**src/rtl/core/wts_pkg.sv**
```systemverilog
`timescale 1ns / 1ps
`default_nettype none

package wts_pkg;

    localparam int unsigned CodeWidth  = 16;
    localparam int unsigned ClassWidth = 3;
    localparam int unsigned CountWidth = 2;

    // Spacing class codes
    localparam logic [ClassWidth-1:0] ClassNone       = 3'd0;
    localparam logic [ClassWidth-1:0] ClassSpace      = 3'd1;
    localparam logic [ClassWidth-1:0] ClassManySpaces = 3'd2;
    localparam logic [ClassWidth-1:0] ClassNewline    = 3'd3;
    localparam logic [ClassWidth-1:0] ClassManyLines  = 3'd4;

    localparam logic [CountWidth-1:0] CountMax = 2'd2;

    // Newline code units
    localparam logic [CodeWidth-1:0] CuLineFeed  = 16'h000A;
    localparam logic [CodeWidth-1:0] CuLineSep   = 16'h2028;
    localparam logic [CodeWidth-1:0] CuParaSep   = 16'h2029;

    // One result transaction, before packing onto the bus
    typedef struct packed {
        logic [CodeWidth-1:0]  char_out;
        logic                  token_start;
        logic [ClassWidth-1:0] spacing_before;
        logic                  starts_sentence;
    } result_t;

    // Unicode White_Space within the basic plane
    function automatic logic is_white(input logic [CodeWidth-1:0] c);
        logic w;
        w = ((c >= 16'h0009) && (c <= 16'h000D))
            || (c == 16'h0020) || (c == 16'h0085) || (c == 16'h00A0)
            || (c == 16'h1680)
            || ((c >= 16'h2000) && (c <= 16'h200A))
            || (c == CuLineSep) || (c == CuParaSep) || (c == 16'h202F)
            || (c == 16'h205F) || (c == 16'h3000);
        return w;
    endfunction

    function automatic logic is_newline(input logic [CodeWidth-1:0] c);
        return (c == CuLineFeed) || (c == CuLineSep) || (c == CuParaSep);
    endfunction

    // Configured class, out-of-range codes fold to none
    function automatic logic [ClassWidth-1:0] init_class(
        input logic [ClassWidth-1:0] cfg
    );
        return (cfg > ClassManyLines) ? ClassNone : cfg;
    endfunction

endpackage

`default_nettype wire

```
**src/rtl/core/wts_in_stage.sv**
```systemverilog
`timescale 1ns / 1ps
`default_nettype none

module wts_in_stage (
    input  wire logic                          aclk,
    input  wire logic                          aresetn,
    input  wire logic                          s_tvalid,
    output logic                               s_tready,
    input  wire logic [wts_pkg::CodeWidth-1:0] s_code,
    input  wire logic                          s_mark,
    input  wire logic                          consume,
    output logic                               in_valid,
    output logic [wts_pkg::CodeWidth-1:0]      in_code,
    output logic                               in_mark
);

    logic                          valid_reg;
    logic                          valid_next;
    logic [wts_pkg::CodeWidth-1:0] code_reg;
    logic                          mark_reg;

    // Slot is free when empty or when the core takes the held item this cycle
    assign s_tready = !valid_reg || consume;

    always_comb begin
        valid_next = valid_reg;
        if (s_tready) begin
            valid_next = s_tvalid;
        end
    end

    always_ff @(posedge aclk) begin
        if (!aresetn) begin
            valid_reg <= 1'b0;
        end else begin
            valid_reg <= valid_next;
        end
    end

    always_ff @(posedge aclk) begin
        if (s_tvalid && s_tready) begin
            code_reg <= s_code;
            mark_reg <= s_mark;
        end
    end

    assign in_valid = valid_reg;
    assign in_code  = code_reg;
    assign in_mark  = mark_reg;

endmodule

`default_nettype wire

```
**src/rtl/core/wts_token_core.sv**
```systemverilog
`timescale 1ns / 1ps
`default_nettype none

module wts_token_core (
    input  wire logic                           aclk,
    input  wire logic                           aresetn,
    input  wire logic                           cfg_wr_en,
    input  wire logic [wts_pkg::ClassWidth-1:0] cfg_wr_data,
    input  wire logic                           in_valid,
    input  wire logic [wts_pkg::CodeWidth-1:0]  in_code,
    input  wire logic                           in_mark,
    input  wire logic                           out_free,
    output logic                                consume,
    output logic                                res_valid,
    output wts_pkg::result_t                    result
);

    logic [wts_pkg::ClassWidth-1:0] init_class_reg;
    logic                           inside_reg;
    logic                           inside_next;
    logic                           nbs_reg;
    logic                           nbs_next;
    logic [wts_pkg::CountWidth-1:0] space_cnt_reg;
    logic [wts_pkg::CountWidth-1:0] space_cnt_next;
    logic [wts_pkg::CountWidth-1:0] nl_cnt_reg;
    logic [wts_pkg::CountWidth-1:0] nl_cnt_next;
    logic                           white;
    logic                           newline;
    logic [wts_pkg::ClassWidth-1:0] cls_init;
    logic [wts_pkg::ClassWidth-1:0] cls_ws;

    assign white    = wts_pkg::is_white(in_code);
    assign newline  = wts_pkg::is_newline(in_code);
    assign cls_init = wts_pkg::init_class(init_class_reg);

    // Whitespace never needs the output slot
    assign consume   = in_valid && (white || out_free);
    assign res_valid = consume && !white;

    // Class from the whitespace run before the token
    always_comb begin
        if (nl_cnt_reg >= wts_pkg::CountMax) begin
            cls_ws = wts_pkg::ClassManyLines;
        end else if (nl_cnt_reg != '0) begin
            cls_ws = wts_pkg::ClassNewline;
        end else if (space_cnt_reg >= wts_pkg::CountMax) begin
            cls_ws = wts_pkg::ClassManySpaces;
        end else if (space_cnt_reg != '0) begin
            cls_ws = wts_pkg::ClassSpace;
        end else begin
            cls_ws = cls_init;
        end
    end

    // Result fields
    always_comb begin
        result.char_out        = in_code;
        result.token_start     = 1'b0;
        result.spacing_before  = wts_pkg::ClassNone;
        result.starts_sentence = 1'b0;
        if (!inside_reg) begin
            result.token_start     = 1'b1;
            result.spacing_before  = cls_ws;
            result.starts_sentence = nbs_reg;
        end else if (in_mark) begin
            // marked unit splits the token
            result.token_start     = 1'b1;
            result.spacing_before  = cls_init;
            result.starts_sentence = 1'b1;
        end
    end

    // Token state update
    always_comb begin
        inside_next    = inside_reg;
        nbs_next       = nbs_reg;
        space_cnt_next = space_cnt_reg;
        nl_cnt_next    = nl_cnt_reg;
        if (consume) begin
            if (white) begin
                if (inside_reg) begin
                    nbs_next    = in_mark;
                    inside_next = 1'b0;
                end
                if (space_cnt_reg < wts_pkg::CountMax) begin
                    space_cnt_next = space_cnt_reg + 1'b1;
                end
                if (newline && (nl_cnt_reg < wts_pkg::CountMax)) begin
                    nl_cnt_next = nl_cnt_reg + 1'b1;
                end
            end else if (!inside_reg || in_mark) begin
                inside_next    = 1'b1;
                space_cnt_next = '0;
                nl_cnt_next    = '0;
            end
        end
    end

    always_ff @(posedge aclk) begin
        if (!aresetn) begin
            init_class_reg <= wts_pkg::ClassNone;
            inside_reg     <= 1'b0;
            nbs_reg        <= 1'b1;
            space_cnt_reg  <= '0;
            nl_cnt_reg     <= '0;
        end else begin
            if (cfg_wr_en) begin
                init_class_reg <= cfg_wr_data;
            end
            inside_reg    <= inside_next;
            nbs_reg       <= nbs_next;
            space_cnt_reg <= space_cnt_next;
            nl_cnt_reg    <= nl_cnt_next;
        end
    end

endmodule

`default_nettype wire

```
**src/rtl/core/wts_out_stage.sv**
```systemverilog
`timescale 1ns / 1ps
`default_nettype none

module wts_out_stage (
    input  wire logic             aclk,
    input  wire logic             aresetn,
    input  wire logic             res_valid,
    input  wire wts_pkg::result_t result,
    output logic                  out_free,
    output logic                  m_tvalid,
    input  wire logic             m_tready,
    output wts_pkg::result_t      m_result
);

    logic             valid_reg;
    logic             valid_next;
    wts_pkg::result_t data_reg;

    // Slot is free when empty or being drained this cycle
    assign out_free = !valid_reg || m_tready;

    always_comb begin
        valid_next = valid_reg;
        if (out_free) begin
            valid_next = res_valid;
        end
    end

    always_ff @(posedge aclk) begin
        if (!aresetn) begin
            valid_reg <= 1'b0;
        end else begin
            valid_reg <= valid_next;
        end
    end

    always_ff @(posedge aclk) begin
        if (res_valid) begin
            data_reg <= result;
        end
    end

    assign m_tvalid = valid_reg;
    assign m_result = data_reg;

endmodule

`default_nettype wire

```
**src/rtl/core/whitespace_token_splitter.sv**
```systemverilog
`timescale 1ns / 1ps
`default_nettype none

// Whitespace token splitter.
// Input stream: one UTF-16 code unit per transaction on s_tdata, with the
// sentence-boundary mark from an external segmenter on s_tuser.
// Output stream: every non-whitespace unit on m_tdata; m_tuser flags the
// first unit of a token with its spacing class and begins-sentence flag.
// Whitespace units produce no output transaction but update the counters.
// cfg_wr_en/cfg_wr_data write the initial spacing class; write only while
// the block is idle.
// Path: the input register, then the token state update, then the result
// register; m_tvalid rises once the unit is held in the result register.
// Throughput: one code unit per cycle while the receiver does not stall
// non-whitespace units, set by the token state update between the
// two registers.
// Reset (aresetn low, synchronous) empties both registers, clears the
// token state and the initial class, and arms begins-sentence for the
// first token.
// When the receiver stalls, the result register holds; the input register
// still takes one more unit, and whitespace units keep flowing since they
// need no output slot.
module whitespace_token_splitter (
    input  wire logic        aclk,
    input  wire logic        aresetn,
    input  wire logic        cfg_wr_en,
    input  wire logic [2:0]  cfg_wr_data,  // initial_class
    input  wire logic        s_tvalid,
    output logic             s_tready,
    input  wire logic [15:0] s_tdata,      // [15:0] code_unit
    input  wire logic        s_tuser,      // [0] sentence_mark
    output logic             m_tvalid,
    input  wire logic        m_tready,
    output logic [15:0]      m_tdata,      // [15:0] char_out
    output logic [4:0]       m_tuser       // [0] token_start,
                                           // [3:1] spacing_before,
                                           // [4] starts_sentence
);

    logic                          consume;
    logic                          in_valid;
    logic [wts_pkg::CodeWidth-1:0] in_code;
    logic                          in_mark;
    logic                          out_free;
    logic                          res_valid;
    wts_pkg::result_t              result;
    wts_pkg::result_t              m_result;

    wts_in_stage u_in (
        .aclk     (aclk),
        .aresetn  (aresetn),
        .s_tvalid (s_tvalid),
        .s_tready (s_tready),
        .s_code   (s_tdata),
        .s_mark   (s_tuser),
        .consume  (consume),
        .in_valid (in_valid),
        .in_code  (in_code),
        .in_mark  (in_mark)
    );

    wts_token_core u_core (
        .aclk        (aclk),
        .aresetn     (aresetn),
        .cfg_wr_en   (cfg_wr_en),
        .cfg_wr_data (cfg_wr_data),
        .in_valid    (in_valid),
        .in_code     (in_code),
        .in_mark     (in_mark),
        .out_free    (out_free),
        .consume     (consume),
        .res_valid   (res_valid),
        .result      (result)
    );

    wts_out_stage u_out (
        .aclk      (aclk),
        .aresetn   (aresetn),
        .res_valid (res_valid),
        .result    (result),
        .out_free  (out_free),
        .m_tvalid  (m_tvalid),
        .m_tready  (m_tready),
        .m_result  (m_result)
    );

    // Bus packing
    assign m_tdata = m_result.char_out;
    assign m_tuser = {m_result.starts_sentence, m_result.spacing_before,
                      m_result.token_start};

endmodule

`default_nettype wire
```
**config.mk**
```make
export PLATFORM = sky130hd
export DESIGN_NAME = whitespace_token_splitter
export DESIGN_NICKNAME = d
export VERILOG_FILES = /design/src/rtl/core/wts_pkg.sv /design/src/rtl/core/wts_in_stage.sv /design/src/rtl/core/wts_token_core.sv /design/src/rtl/core/wts_out_stage.sv /design/src/rtl/core/whitespace_token_splitter.sv
export SDC_FILE = /design/constraint.sdc
export NUM_CORES = 1
export LEC_CHECK = 0
export BUFFER_PORTS_ARGS = -buffer_cell sky130_fd_sc_hd__buf_4
export CORE_MARGIN = 8
export CORE_UTILIZATION = 48
export CTS_CLUSTER_DIAMETER = 150
export DETAILED_ROUTE_END_ITERATION = 10
export GPL_TIMING_DRIVEN = 0
export HOLD_SLACK_MARGIN = 0.03
export PLACE_DENSITY = 0.82
export SLEW_MARGIN = 20
export SYNTH_ARGS = -nofsm -noshare
export SYNTH_HDL_FRONTEND = slang
export SYNTH_SLANG_ARGS = --single-unit
```
**constraint.sdc**
```tcl
create_clock -name aclk -period 3.6 [get_ports aclk]
set_input_delay 0.18 -clock aclk [delete_from_list [all_inputs] [get_ports aclk]]
set_output_delay 0.18 -clock aclk [all_outputs]
set_load 0.02 [all_outputs]
```
==> impl_metrics.json, run 1 <==
{
  "ant_nets": 0,
  "die_area_um2": 6759,
  "synth_mux_area_share_pct": 1.902,
  "syn_area_um2": 2105,
  "routed_via_density": 5.506,
  "ios": 48,
  "drtIter0Drc": 131,
  "synth_xor_area_share_pct": 0.4162,
  "drc": 0,
  "sw_frac_of_total_pct": 23.94,
  "drive_above_1_share_pct": 32.72,
  "power_leakage_nw": 1.006,
  "stdcell_area_um2": 2648,
  "synth_cell_type_count": 48,
  "insertedDiodeCount": 0,
  "crit_path_max_incr_delay_ns": 0.58,
  "setup_viol": 0,
  "fin_crit_ns": 2.719,
  "post_drt_wl_per_cell_um": 15.85,
  "cap_violations": 0,
  "status": "finished, final reports clean",
  "power_mw": 1.090,
  "dr.pass1.iters": 4,
  "syn-instance-count": 159,
  "p_per_area_nw_per_um2": 411.6,
  "syn_avg_cell_area_um2": 13.24,
  "crit_fanout": 11,
  "slew_viol_final": 0,
  "vias": 1481,
  "path_cells": "nor3b_1 > o21ai_0 > a21oi_1 > or3_2 > nor3_2 > buf_4 > buf_4",
  "clock_sinks": 49,
  "numCtsBuffers": 5,
  "synth_top_family_by_area": "simple AND/OR/NAND/NOR gates",
  "dr_wl_met2_um": 2059,
  "final_cell_mix": "50 x buf_4, 38 x edfxtp_1, 12 x nand2_1, 11 x dfxtp_1",
  "comb_power_share_pct": 9.6,
  "synth_compound_area_share_pct": 12.31,
  "chipHeight_um": 82.22,
  "post-route-period-util_pct": 75.53,
  "first_global_vias": 1411,
  "worst_pin_slew_ns": 0.5447,
  "portBuffers": 47,
  "met1_length_um": 1829,
  "grt_overflow": 0,
  "syn_to_final_growth_pct": 25.80,
  "final_cells": 269,
  "ir_drop_uv": 325.6,
  "gr-usage-all-layers_pct": 13.51,
  "hold_class": "in2reg",
  "clockRootBuffer": "clkbuf_8",
  "slowest_stage": "or3_2",
  "hold_viol_final": 0,
  "yosys.area_share.adder_pct": 2.378,
  "gp_congestion": 0.8537,
  "seq_power_share_pct": 60.9,
  "clkLatencyLatePin_ns": 0.30,
  "synth_simple_gate_area_share_pct": 16.17,
  "critPathKind": "reg2reg",
  "htreeDepth": 2,
  "dr.max_layer_used": "met4",
  "ys_seq_area_share_pct": 64.68,
  "fin_setup_tns_ns": 0,
  "path_common_cell": "buf_4",
  "cts_hold_buf": 0,
  "synth_seq_cells": 49,
  "whs_ns": 0.04618,
  "dpl.hpwl_um": 3249,
  "power.switching_mw": 0.2609,
  "drt_wl_total_um": 4264,
  "worstPathRequired_ns": 3.62,
  "pre_cts_ws_ns": 0.8740,
  "clk_pin_slew_ns": 0.09,
  "syn-num-nets": 188,
  "start_util_pct": 49.01,
  "fmax_mhz": 367.8,
  "relSlewSlack_pct": 63.59,
  "final_util_pct": 61.66,
  "layout_setup_ws_ns": 0.8811,
  "cp.arrival_ns": 2.74,
  "grt_pass1_wl_um": 6969,
  "fp.dieW_um": 82.22,
  "startpoint_type": "register",
  "p_int_mw": 0.8289,
  "path_delay_family": "simple AND/OR/NAND/NOR gates",
  "rsz0062_at_grt": "no",
  "routed-wl-met3_um": 331,
  "cp_num_buf_inv": 2,
  "layout.nets": 245,
  "post_cts_resized": 0,
  "ctsLongestPathBuffers": 2,
  "grt_max_degree": 17,
  "fp.coreArea_um2": 4294,
  "p_clk_share_pct": 29.5,
  "post_dp_cell_area_um2": 2557,
  "cts_tree": "built",
  "largest_register_ffs": 21,
  "rows": 24,
  "postCtsSetupBuffers": 0,
  "dpl.cell_count": 261,
  "crit_path_end_kind": "register",
  "ys_warn_count": 0,
  "skew_ns": 0.007266,
  "mostFrequentLayoutCell": "buf_4",
  "antenna_found_initial": 0
}
## layout make-up
class                   count  area, um2
fillers                   339       1647
flip-flops and latches     49       1361
multi-input cells          99      706.9
repair buffers             50      379.1
clock buffers               5      68.82
well taps                  52      65.06
inverters                  10      37.54
clock inverters             3      21.27
plain buffers               1      7.507
## logic make-up (layout without fill, tap and decap cells)
group,after synthesis,after routing
buffers and inverters,11,69
adders and majority gates,4,4
muxes,4,4
AOI/OAI and AO/OA,32,32
xor gates and xnor gates,1,1
and+or+nand+nor,58,58
DFF,49,49
## final timing paths
path	from	to	slack (ns)	cells past startpoint
worst max register to register	u_in.in_code[3]$_DFFE_PP_	u_out.m_result[5]$_DFFE_PP_	0.88	7
worst min-delay path	s_tdata[8]	u_in.in_code[8]$_DFFE_PP_	0.05	1
worst min register to register	u_in.in_code[2]$_DFFE_PP_	u_out.m_result[7]$_DFFE_PP_	0.48	0
worst max-delay path	u_in.in_code[3]$_DFFE_PP_	u_out.m_result[5]$_DFFE_PP_	0.88	7
## cell usage after synthesis (all sizes together)
library cell   n  area, um2
a21boi         1      7.510
inv           10      37.54
a2111oi        1      10.01
o311ai         2      25.03
o32ai          1      16.27
o21a           1      7.510
nand4b         1      8.760
dfxtp         11      220.2
o21ai          7      35.03
o21bai         1      7.510
edfxtp        38       1141
and4b          1      10.01
nand3b         2      15.01
ha             4      50.05
a21oi          4      20.02
a31o           1      8.760
buf            1      7.510
o31ai          3      22.52
or3b           1      8.760
nor3b          4      30.03
nor4           3      31.28
a31oi          1      6.260
a311oi         1      8.760
nand2b         2      12.51
a211o          1      8.760
mux2i          4      40.04
or3            3      20.02
nand3          6      30.03
a211oi         3      40.04
nor3           5      25.02
o22ai          1      6.260
o211ai         2      20.02
nor4b          1      8.760
nor4bb         2      26.28
xor2           1      8.760
nand4          1      6.260
nor2b          3      18.77
nor2          10      37.54
nand2         12      45.04
and3           1      6.260
o41ai          1      8.760
## layer usage
layer  track usage [%]  up-vias
li1                  -      727
met1             17.66      696
met2             21.06       54
met3             4.004        4
met4             4.211        0
met5                 0        -
## worst register-to-register path, cell delays in order, from the launching register on
cell and delay, ns:
edfxtp_1 0.53, nor3b_1 0.20, o21ai_0 0.22, a21oi_1 0.22, or3_2 0.58, nor3_2 0.24
buf_4 0.24, buf_4 0.21
## power groups by stage
stage	logic [mW]	clock network, mW	registers (mW)
2_1_floorplan	0.0389	0	0.684
3_3_place_gp	0.0992	0	0.675
3_5_place_dp	0.107	0	0.676
4_1_cts	0.107	0.331	0.663
5_1_grt	0.114	0.358	0.668
6_report	0.105	0.321	0.663
Power figures use the tool's default switching activity.
==> inputs of run 2 (changes only) <==
--- a/config.mk
+++ b/config.mk
@@ -5,14 +5,15 @@
 export SDC_FILE = /design/constraint.sdc
 export NUM_CORES = 1
 export LEC_CHECK = 0
+export ABC_AREA = 1
 export BUFFER_PORTS_ARGS = -buffer_cell sky130_fd_sc_hd__buf_4
 export CORE_MARGIN = 8
-export CORE_UTILIZATION = 48
+export CORE_UTILIZATION = 49
 export CTS_CLUSTER_DIAMETER = 150
 export DETAILED_ROUTE_END_ITERATION = 10
 export GPL_TIMING_DRIVEN = 0
 export HOLD_SLACK_MARGIN = 0.03
-export PLACE_DENSITY = 0.82
+export PLACE_DENSITY = 0.8
 export SLEW_MARGIN = 20
 export SYNTH_ARGS = -nofsm -noshare
 export SYNTH_HDL_FRONTEND = slang
==> constraint.sdc (replaced) <==
create_clock -name aclk -period 2.52 [get_ports aclk]
set_input_delay 0.126 -clock aclk [delete_from_list [all_inputs] [get_ports aclk]]
set_output_delay 0.126 -clock aclk [all_outputs]
set_load 0.02 [all_outputs]
==> impl_metrics.json, run 2 <==
{
  "chipHeight_um": 84.40,
  "synth_seq_cells": 49,
  "grt_max_degree": 23,
  "hold_viol_final": 0,
  "ys_seq_area_share_pct": 59.39,
  "ant_nets": 0,
  "clock_sinks": 49,
  "synth.most_common_cell": "edfxtp_1",
  "die_area_um2": 7123,
  "ctsLongestPathBuffers": 2,
  "gr-usage-all-layers_pct": 14.39,
  "slew_viol_final": 0,
  "worstPathRequired_ns": 2.46,
  "dpl.cell_count": 328,
  "rsz0062_at_grt": "no",
  "setup_viol": 0,
  "antenna_found_initial": 0,
  "postCtsSetupBuffers": 0,
  "layout_setup_ws_ns": 0.2461,
  "ir_drop_uv": 334.7,
  "p_per_area_nw_per_um2": 535.1,
  "gp_congestion": 0.8947,
  "grt_overflow": 0,
  "vias": 1821,
  "ios": 48,
  "layout.nets": 328,
  "drive_above_1_share_pct": 29.67,
  "fp.dieW_um": 84.40,
  "drc": 0,
  "routed_via_density": 5.144,
  "synthArstFlopShare_pct": 0,
  "stdcell_area_um2": 3002,
  "dpl.hpwl_um": 3433,
  "startpoint_type": "register",
  "power_leakage_nw": 1.225,
  "worst_pin_slew_ns": 0.5684,
  "synth_common_cells": "38 x edfxtp_1, 34 x nand2_1, 29 x inv_1",
  "syn_area_um2": 2292,
  "crit_path_max_incr_delay_ns": 0.51,
  "drtIter0Drc": 169,
  "skew_ns": 0.004744,
  "dr.pass1.iters": 4,
  "cap_violations": 0,
  "final_util_pct": 64.84,
  "path_common_cell": "nor2_1",
  "synth_area_leaders": "edfxtp_1 50%, dfxtp_1 9.6%, nand2_1 5.6%",
  "first_global_vias": 1788,
  "cts_tree": "built",
  "status": "finished, final reports clean",
  "relSlewSlack_pct": 62.07,
  "pre_cts_ws_ns": -0.1104,
  "rows": 25,
  "fin_setup_tns_ns": 0,
  "path_cells": "nor2_1 > nand3_2 > nor2_1 > nor2_1 > nand2_1 > nand2_2 > nand4_2 > nand2_4 > nor2_2",
  "fp.coreArea_um2": 4629,
  "numCtsBuffers": 5,
  "fillers": 367,
  "critPathKind": "reg2reg",
  "drt_wl_total_um": 4834,
  "final_cell_mix": "46 x buf_4, 38 x edfxtp_1, 34 x nand2_1, 29 x inv_1, 25 x nor2_1",
  "fmax_mhz": 439.8,
  "ys.flop_type": "edfxtp_1",
  "clkLatencyLatePin_ns": 0.30,
  "syn_to_final_growth_pct": 30.95,
  "final_cells": 354,
  "insertedDiodeCount": 0,
  "synth_top_area_share_pct": 49.78,
  "portBuffers": 46,
  "grt_pass1_wl_um": 8217,
  "htreeDepth": 2,
  "post-route-period-util_pct": 90.23,
  "fin_crit_ns": 2.274,
  "clk_pin_slew_ns": 0.09,
  "crit_fanout": 11,
  "power_mw": 1.606,
  "clockRootBuffer": "clkbuf_8",
  "synth_cell_type_count": 29,
  "post_drt_wl_per_cell_um": 13.66,
  "slowest_stage": "edfxtp_1",
  "syn-instance-count": 227,
  "largest_register_ffs": 21,
  "start_util_pct": 49.51,
  "yosysTopAreaCell": "edfxtp_1",
  "cp.arrival_ns": 2.22,
  "ys_warn_count": 0,
  "post_dp_cell_area_um2": 2725,
  "syn_avg_cell_area_um2": 10.10,
  "synth_edf_count": 38,
  "crit_path_end_kind": "register",
  "syn-num-nets": 256,
  "whs_ns": 0.04255,
  "hold_class": "in2reg",
  "mostFrequentLayoutCell": "buf_4"
}
## run 2: layout make-up
cell class	instances	area (um2)	share of cell area [%]
repair buffers	64	526.8	17.55
clock buffers	5	68.82	2.293
plain buffers	1	5.005	0.1667
clock inverters	3	17.52	0.5836
flip-flops and latches	49	1361	45.35
multi-input cells	145	830.8	27.68
well taps	54	67.56	2.251
inverters	33	123.9	4.127
## run 2: logic make-up after synthesis
kind of cell | count (synthesis) | synth area share [%]
AO/OA/AOI/OAI | 28 | 7.042
adder cells (fa/ha/maj) | 4 | 2.183
flip-flops | 49 | 59.39
AND/OR/NAND/NOR | 112 | 25.76
buffers and inverters | 34 | 5.622
## run 2: critical path, delay by kind of cell, from the launching register on
family / cells / cell delay, ns
flops: 1 / 0.51
simple gates: 9 / 1.41
## run 2: final timing paths
kind,from,to,slack (ns),depth (start not counted)
max,u_in.in_code[1]$_DFFE_PP_,u_out.m_result[4]$_SDFFCE_PN1P_,0.25,9
min,cfg_wr_data[0],u_core.init_class_reg[0]$_SDFFE_PN0P_,0.04,3
max reg2reg,u_in.in_code[1]$_DFFE_PP_,u_out.m_result[4]$_SDFFCE_PN1P_,0.25,9
min reg2reg,u_core.space_cnt_reg[0]$_SDFFE_PN0P_,u_core.space_cnt_reg[0]$_SDFFE_PN0P_,0.47,2
## run 2: power breakdown
part / internal (mW) / switching [mW] / leakage (nW)
logic: 0.0946 / 0.112 / 0.729
clock network: 0.192 / 0.256 / 0.0455
registers: 0.919 / 0.0323 / 0.451
total: 1.21 / 0.401 / 1.23
## run 2: what timing repair did
| item | 4_1_cts | 5_1_grt |
|---|---|---|
| pin swaps | 0 | 1 |
| gates resized for setup | 1 | 1 |
| endpoints found under the setup margin | 22 | 14 |
| cloned | 0 | 1 |
| hold buffers | 17 | 0 |
| hold endpoints to repair | 17 | 0 |
## run 2: routing by layer
metal,part of all wire [%],GRT usage [%],vias up,wire [um]
li1,-,-,914,-
met1,42,16.15,821,2018
met2,48,23.64,74,2302
met3,7.8,4.780,12,377
met4,2.8,7.767,0,135
met5,0,0,-,0
==> inputs of run 3 (changes only) <==
--- a/config.mk
+++ b/config.mk
@@ -7,6 +7,7 @@
 export LEC_CHECK = 0
 export ABC_AREA = 1
 export BUFFER_PORTS_ARGS = -buffer_cell sky130_fd_sc_hd__buf_4
+export CORE_ASPECT_RATIO = 0.9
 export CORE_MARGIN = 8
 export CORE_UTILIZATION = 49
 export CTS_CLUSTER_DIAMETER = 150
==> impl_metrics.json, run 3 (synthesis results as in run 2) <==
{
  "status": "finished, final reports clean",
  "clk_pin_slew_ns": 0.08,
  "p_int_mw": 1.306,
  "stdcell_area_um2": 3025,
  "cp.arrival_ns": 2.21,
  "power_mw": 1.690,
  "numCtsBuffers": 5,
  "grt_max_degree": 23,
  "worstPathRequired_ns": 2.46,
  "rows": 23,
  "vias": 1787,
  "clkLatencyLatePin_ns": 0.30,
  "crit_fanout": 22,
  "skew_ns": 0.005278,
  "p_per_area_nw_per_um2": 558.7,
  "slowest_stage": "nor2_4",
  "syn_to_final_growth_pct": 31.99,
  "whs_ns": 0.04892,
  "gp_congestion": 0.7958,
  "largest_register_ffs": 21,
  "hold_class": "in2reg",
  "mostFrequentLayoutCell": "buf_4",
  "die_area_um2": 7126,
  "crit_path_end_kind": "register",
  "fmax_mhz": 440.2,
  "routed_via_density": 4.950,
  "seq_power_share_pct": 56.2,
  "power.switching_mw": 0.3845,
  "portBuffers": 46,
  "comb_power_share_pct": 12.1,
  "ctsLongestPathBuffers": 2,
  "fp.dieW_um": 88.10,
  "post-route-period-util_pct": 90.14,
  "chipHeight_um": 80.89,
  "gr-usage-all-layers_pct": 13.44,
  "drc": 0,
  "dr.pass1.iters": 5,
  "post_drt_wl_per_cell_um": 12.87,
  "hold_viol_final": 0,
  "fillers": 367,
  "power_leakage_nw": 1.232,
  "start_util_pct": 51.06,
  "drtIter0Drc": 115,
  "p_clk_share_pct": 31.7,
  "crit_path_max_incr_delay_ns": 0.51,
  "postCtsSetupBuffers": 0,
  "clock_sinks": 49,
  "cap_violations": 0,
  "fin_setup_tns_ns": 0,
  "clockRootBuffer": "clkbuf_8",
  "grt_pass1_wl_um": 7348,
  "htreeDepth": 2,
  "path_cells": "nor2_1 > nand3_2 > nor2_1 > nor2_1 > nand2_1 > nand2_2 > nand4_2 > nand2_4 > nor2_4",
  "final_util_pct": 67.39,
  "fin_crit_ns": 2.271,
  "grt_overflow": 0,
  "drt_wl_total_um": 4646,
  "worst_pin_slew_ns": 0.6291,
  "final_cell_mix": "46 x buf_4, 38 x edfxtp_1, 34 x nand2_1, 29 x inv_1, 25 x nor2_1",
  "slew_viol_final": 0,
  "startpoint_type": "register",
  "post_dp_cell_area_um2": 2735,
  "ir_drop_uv": 461.7,
  "first_global_vias": 1686,
  "antenna_found_initial": 0,
  "dpl.hpwl_um": 3432,
  "ant_nets": 0,
  "setup_viol": 0,
  "layout.nets": 327,
  "sw_frac_of_total_pct": 22.75,
  "path_common_cell": "nor2_1",
  "rsz0062_at_grt": "no",
  "cts_tree": "built",
  "critPathKind": "reg2reg",
  "fp.coreArea_um2": 4489,
  "insertedDiodeCount": 0,
  "ios": 48,
  "drive_above_1_share_pct": 29.10,
  "relSlewSlack_pct": 57.96
}
## run 3: cell count changes in the layout (fill, tap and decap cells not counted)
cell       previous run  this run
clkinv_2              1         0
bufinv_16             0         1
nor2_2                7         6
clkbuf_1              0         1
clkinv_4              1         0
## run 3: through the flow
step / worst slack (ns) / std cells
finish: 0.2486 / 361
global route: 0.1220 / 361
CTS: 0.1992 / 361
detailed placement: -0.07199 / 336
global placement: -0.4056 / 335
floorplan: 0.08191 / 227
## run 3: worst max-delay path, delay by kind of cell, from the launching register on
kind	cells	cell delay, ns
and+or+nand+nor	9	1.42
DFF	1	0.49
## run 3: cell type report
type	count	area, um2	area share [%]
clock buffer	6	72.57	2.399
multi-input combinational	144	824.5	27.25
inverter	33	123.9	4.094
buffer	1	5.005	0.1654
clock inverter	2	33.78	1.117
tap	62	77.57	2.564
sequential	49	1361	45.00
timing repair buffer	64	526.8	17.41
## run 3: worst paths after layout
| check | startpoint | endpoint | slack, ns | cells past startpoint |
|---|---|---|---|---|
| setup reg to reg | u_in.in_code[1]$_DFFE_PP_ | u_out.m_result[15]$_DFFE_PP_ | 0.25 | 9 |
| hold reg to reg | u_core.space_cnt_reg[0]$_SDFFE_PN0P_ | u_core.space_cnt_reg[0]$_SDFFE_PN0P_ | 0.49 | 2 |
| setup / recovery | u_in.in_code[1]$_DFFE_PP_ | u_out.m_result[15]$_DFFE_PP_ | 0.25 | 9 |
| hold / removal | cfg_wr_data[0] | u_core.init_class_reg[0]$_SDFFE_PN0P_ | 0.05 | 3 |
## run 3: repair_timing
action                                  in CTS  in global routing
hold endpoints to repair                    17                  0
hold buffers                                17                  0
resized for setup                            1                  1
endpoints found under the setup margin      21                  7
## run 3: power groups by stage
| stage | clock, mW | sequential, mW | combinational (mW) |
|---|---|---|---|
| after global placement | 0 | 0.966 | 0.173 |
| after CTS | 0.548 | 0.949 | 0.204 |
| after global routing | 0.575 | 0.955 | 0.224 |
| final | 0.536 | 0.950 | 0.204 |
| after floorplan | 0 | 0.983 | 0.0858 |
| after detailed placement | 0 | 0.968 | 0.181 |
## run 3: per-layer routing
metal	GRT usage (%)	wire, um	vias up
li1	-	-	910
met2	24.49	2326	47
met3	4.435	309	5
met4	4.553	49	0
met5	0	0	-
met1	14.30	1959	825
